<file path="config.mk">
export PLATFORM = sky130hd
export DESIGN_NAME = tccw_ctrl
export DESIGN_NICKNAME = d
export VERILOG_FILES = /design/src/rtl/core/tccw_pkg.sv /design/src/rtl/core/tccw_ctrl.sv
export VERILOG_INCLUDE_DIRS = /design/src /design/src/rtl/core
export SDC_FILE = /design/constraint.sdc
export NUM_CORES = 1
export LEC_CHECK = 0
export BUFFER_PORTS_ARGS = -buffer_cell sky130_fd_sc_hd__buf_4
export CAP_MARGIN = 5
export CORE_AREA = 2 2 39 41
export CTS_CLUSTER_DIAMETER = 30
export DETAILED_ROUTE_END_ITERATION = 6
export DIE_AREA = 0 0 41 43
export SLEW_MARGIN = 20
export SYNTH_ARGS = -nofsm -noshare
export SYNTH_HDL_FRONTEND = slang
export SYNTH_SLANG_ARGS = --single-unit
</file>
<file path="constraint.sdc">
create_clock -name clk -period 1.1 [get_ports clk]
set_input_delay 0.055 -clock clk [delete_from_list [all_inputs] [get_ports clk]]
set_output_delay 0.055 -clock clk [all_outputs]
set_load 0.05 [all_outputs]
</file>
<file path="src/rtl/core/text_console_char_writer_macros.svh">
// Assertion shorthands used by the console controller RTL.
`ifndef TEXT_CONSOLE_CHAR_WRITER_MACROS_SVH
`define TEXT_CONSOLE_CHAR_WRITER_MACROS_SVH

// Same-cycle implication, disabled while in reset.
`define TCCW_ASSERT_NOW(lbl, ante, cons, msg) \
  lbl: assert property (@(posedge clk) disable iff (rst) (ante) |-> (cons)) else $error(msg);

// Next-cycle implication, disabled while in reset.
`define TCCW_ASSERT_NEXT(lbl, ante, cons, msg) \
  lbl: assert property (@(posedge clk) disable iff (rst) (ante) |=> (cons)) else $error(msg);

`endif

</file>
<file path="src/rtl/core/tccw_pkg.sv">
package tccw_pkg;

  localparam int DEF_COLUMNS = 80;
  localparam int DEF_ROWS    = 25;

  localparam logic [1:0] MODE_PUT   = 2'd0;
  localparam logic [1:0] MODE_CLEAR = 2'd1;
  localparam logic [1:0] MODE_READ  = 2'd2;

  localparam logic [7:0]  CH_BS      = 8'h08;
  localparam logic [7:0]  CH_TAB     = 8'h09;
  localparam logic [7:0]  CH_LF      = 8'h0A;
  localparam logic [7:0]  CH_CR      = 8'h0D;
  localparam logic [7:0]  CH_SPACE   = 8'h20;
  localparam logic [7:0]  ATTR_WHITE = 8'h0F;
  localparam logic [15:0] BLANK_CELL = 16'h0F20;

  // controller -> datapath
  typedef struct packed {
    logic load;       // capture a command
    logic exec;       // run the captured command
    logic take_read;  // latch read data into the result
    logic clr_step;   // blank one cell of the full sweep
    logic copy_step;  // read one cell of the scroll copy
    logic fill_step;  // blank one cell of the bottom row
  } ctl_t;

  // datapath -> controller
  typedef struct packed {
    logic [1:0] mode;
    logic       need_scroll;
    logic       last_cell;
    logic       copy_last;
  } stat_t;

endpackage

</file>
<file path="src/rtl/core/tccw_ctrl.sv">
`include "text_console_char_writer_macros.svh"

module tccw_ctrl (
  input  logic            clk,
  input  logic            rst,
  input  logic            start,
  output logic            busy,
  output logic            done,
  output tccw_pkg::ctl_t  ctl,
  input  tccw_pkg::stat_t stat
);
  import tccw_pkg::*;

  typedef enum logic [2:0] {
    ST_CLEAR, ST_IDLE, ST_EXEC, ST_READ, ST_COPY, ST_DRAIN, ST_FILL
  } state_t;

  state_t state;
  logic   clr_report;

  assign busy = state != ST_IDLE;

  always_comb begin
    ctl = '0;
    unique case (state)
      ST_CLEAR: ctl.clr_step  = 1'b1;
      ST_IDLE:  ctl.load      = start;
      ST_EXEC:  ctl.exec      = 1'b1;
      ST_READ:  ctl.take_read = 1'b1;
      ST_COPY:  ctl.copy_step = 1'b1;
      ST_DRAIN: ctl           = '0;
      ST_FILL:  ctl.fill_step = 1'b1;
      default:  ctl           = '0;
    endcase
  end

  always_ff @(posedge clk) begin
    if (rst) begin
      state      <= ST_CLEAR;
      clr_report <= 1'b0;
      done       <= 1'b0;
    end else begin
      done <= 1'b0;
      unique case (state)
        ST_CLEAR: begin
          if (stat.last_cell) begin
            state <= ST_IDLE;
            done  <= clr_report;
          end
        end
        ST_IDLE: begin
          if (start) state <= ST_EXEC;
        end
        ST_EXEC: begin
          priority case (stat.mode)
            MODE_PUT: begin
              if (stat.need_scroll) begin
                state <= ST_COPY;
              end else begin
                state <= ST_IDLE;
                done  <= 1'b1;
              end
            end
            MODE_CLEAR: begin
              clr_report <= 1'b1;
              state      <= ST_CLEAR;
            end
            MODE_READ: state <= ST_READ;
            default: begin
              state <= ST_IDLE;
              done  <= 1'b1;
            end
          endcase
        end
        ST_READ: begin
          state <= ST_IDLE;
          done  <= 1'b1;
        end
        ST_COPY: begin
          if (stat.copy_last) state <= ST_DRAIN;
        end
        ST_DRAIN: state <= ST_FILL;
        ST_FILL: begin
          if (stat.last_cell) begin
            state <= ST_IDLE;
            done  <= 1'b1;
          end
        end
        default: state <= ST_IDLE;
      endcase
    end
  end

  `TCCW_ASSERT_NOW(a_done_idle, done, !busy, "result strobe while busy")
  `TCCW_ASSERT_NEXT(a_accept_busy, start && !busy, busy, "accepted command did not start")
  `TCCW_ASSERT_NEXT(a_done_single, done, !done, "result strobe lasted two cycles")

endmodule

</file>
==> run summary <==
area delta synth->final: 90.5%
CTS clk-pin slew, worst paths: 0.05 ns
die area: 1760 um^2
Tcrit/Tclk final: 108%
GPL Wtd Cong: 0.831
CTS Buf Count: 3
H-tree depth: 1
number of synthesized flops with an enable pin: 0
leakage power: 0.301 nW
syn nets: 51
share of flip-flops with an asynchronous set or reset: 0%
final worst slack: -0.0861 ns
R2R cell count: 3
crit path time final: 1.19 ns
most frequent cells after synthesis: 5 x dfxtp_1, 4 x inv_1, 4 x nor2_1
routed wire length: 977 um
area of the multi-input gates: 265 um^2
Worst Tran Pin Value: 0.313 ns
mapped cell area: 357 um^2
Final Max Tran Viols: 0
clk_skew: 0.000613 ns
worst hold-check path type: input pin to register
Vias: 415
Reg area: 111 um^2
post-DP HPWL: 683 um
largest net degree at the start of global routing: 14
Final ANT Viol Nets: 0
post-synthesis cell count: 43
hold endpoint: state[1]
Comb pwr share: 35.5%
starting DRC count in detailed routing: 10
Sw Ratio: 33.6%
crit path kind: register to output port
Initial Util: 25.8%
top_reg_cell synth: dfxtp_1
Int Pwr: 437 uW
placed cell area: 541 um^2
Mean Syn Cell Area: 8.29 um^2
startpoint types: register
final instance area: 679 um^2
RSZ-0062 raised after global routing: true
hold path depth: 2
cell taking the most area after synthesis: dfxtp_1
ratio of cells with drive above 1 in the final layout: 57.1%
n_diodes: 0
vias in the first global route: 382
Synth top area share: 28.1%
total of max-cap violations: 0
Final Util: 49.1%
Max Freq: 843 MHz
setup slack, reg-to-reg: -0.03 ns
worst-path fanout max: 5
placed insts: 77
Global Route Usage Sum: 13.6%
Final Non-Filler Cells: 86
count leader, synth: dfxtp_1
Critical R2R Launch: state[2]
Worst VDD drop: 369 uV
PD cells: 970 nW/um^2
DRC: 0
Synth Warn #: 0
I/O Pins: 16
failing checks: negative setup slack
Min Hold Slack: 0.0132 ns
Via density: 4.83
core area: 1380 um^2
Req. time, crit path: 1.04 ns
proportion of power drawn by the clock network: 34.5%
distinct cell type count after synthesis: 20
worst r2r dst: state[0]
part of the power in registers: 30.0%
Die Y: 43 um
Slew HR: 78.9%
NetSw: 221 uW
Synth area leaders: dfxtp_1 28%, nor4b_4 6.7%, nor3b_1 6.3%
Worst setup EP type: output port
final hold violations: 0
post-synthesis sequential area ratio: 28.1%
status: complete, but fails checks
Pre-Repair DR Iteration Count: 4
Root Driver: clkbuf_4
Hold Startpoint: rst
TritonCTS clock tree: yes
FP Rows: 14
Finish-stage setup viols: 7
Crit path arrival time: 1.13 ns
first-pass GRT wire length: 1570 um
antenna violations before repair: 0
chip width: 41 um
clock sink count: 5
routed wire length per instance: 11.4 um
Fill cells: 129
PortBufs: 15
nets: 79
GR Overflow Total: 0
Clock Latency Late Sink: 0.25 ns
hold_buf cts: 0
Yosys reg bits: 5
clock tree buffer depth: 2
==> power groups by stage <==
stage / Combinational (mW) / Sequential [mW] / Clock [mW]
floorplan: 0.124 / 0.199 / 0
global placement: 0.182 / 0.206 / 0
detailed placement: 0.184 / 0.206 / 0
CTS: 0.218 / 0.197 / 0.231
global route: 0.248 / 0.200 / 0.243
finish: 0.234 / 0.198 / 0.227
==> worst max-delay path by stage <==
| stage | from | end | slack (ns) |
|---|---|---|---|
| after floorplan | state[0] | state[1] | -0.21 |
| after global placement | state[2] | state[0] | -0.07 |
| after detailed placement | state[2] | state[0] | -0.1 |
| after CTS | state[0] | ctl[5] | -0.10 |
| after global routing | state[0] | ctl[4] | -0.13 |
| final | state[1] | ctl[0] | -0.09 |
==> registers in the layout (all words and copies together) (netlist names) <==
name and count:
state 3, clr_report 1, done 1
==> kinds of logic after synthesis <==
group                  share of synthesized area [%]
buffers and inverters                           11.6
AOI/OAI and AO/OA                               20.0
muxes                                           2.81
and+or+nand+nor                                 37.5
DFF                                             28.1
==> routing by layer <==
| layer | vias up | global-route usage [%] | part of all wire [%] |
|---|---|---|---|
| met1 | 181 | 18.1 | 47 |
| met5 | - | 0 | 0 |
| met3 | 2 | 1.57 | 6.8 |
| met4 | 0 | 14.0 | 1.7 |
| li1 | 210 | - | - |
| met2 | 22 | 17.2 | 44 |
==> cell usage in the layout, fill, tap and decap left out <==
cell type / netlist / layout
buf_4: 2 / 14
buf_6: 1 / 9
inv_1: 4 / 4
a21oi_1: 3 / 3
nor2_1: 4 / 3
nand3_1: 3 / 3
clkbuf_4: 0 / 3
dfxtp_4: 0 / 3
nor3b_4: 0 / 2
and3b_1: 2 / 2
o21ai_0: 2 / 2
a32oi_1: 2 / 2
nor3_1: 3 / 2
o21ai_1: 2 / 2
dfxtp_1: 5 / 2
buf_8: 0 / 2
nor3_2: 0 / 1
nor2b_4: 0 / 1
nand2b_4: 0 / 1
nor2_4: 0 / 1
nor4b_4: 1 / 1
mux2i_1: 1 / 1
o2111a_1: 1 / 1
nor3b_2: 1 / 1
a21o_1: 1 / 1
nor3b_1: 3 / 1
clkbuf_1: 0 / 1
clkbuf_2: 0 / 1
==> area by class of cell <==
class,count,area share (%)
Timing Repair Buffer,26,35.5
Inverter,4,2.21
Tap cell,16,2.95
Clock buffer,4,3.87
Sequential cell,5,16.4
Multi-Input combinational cell,31,39.0
==> per-stage QoR <==
| stage | setup WS, ns | power (mW) | setup TNS, ns |
|---|---|---|---|
| 4_1_cts | -0.102 | 0.646 | -0.489 |
| 2_1_floorplan | -0.210 | 0.324 | -0.625 |
| 3_3_place_gp | -0.0701 | 0.388 | -0.150 |
| 6_report | -0.0861 | 0.659 | -0.430 |
| 3_5_place_dp | -0.0960 | 0.390 | -0.328 |
| 5_1_grt | -0.128 | 0.691 | -0.889 |
==> repair_timing <==
action,4_1_cts,5_1_grt
gates resized for setup,17,6
endpoints found under the setup margin,11,11
gates cloned,0,0
buffers inserted,4,1
pin swaps,5,4
==> worst max-delay path: stages, from the launching register on <==
cell,delay (ns)
dfxtp_4,0.39
buf_6,0.13
and3b_1,0.20
buf_6,0.17
(Power assumes the default switching activity.)
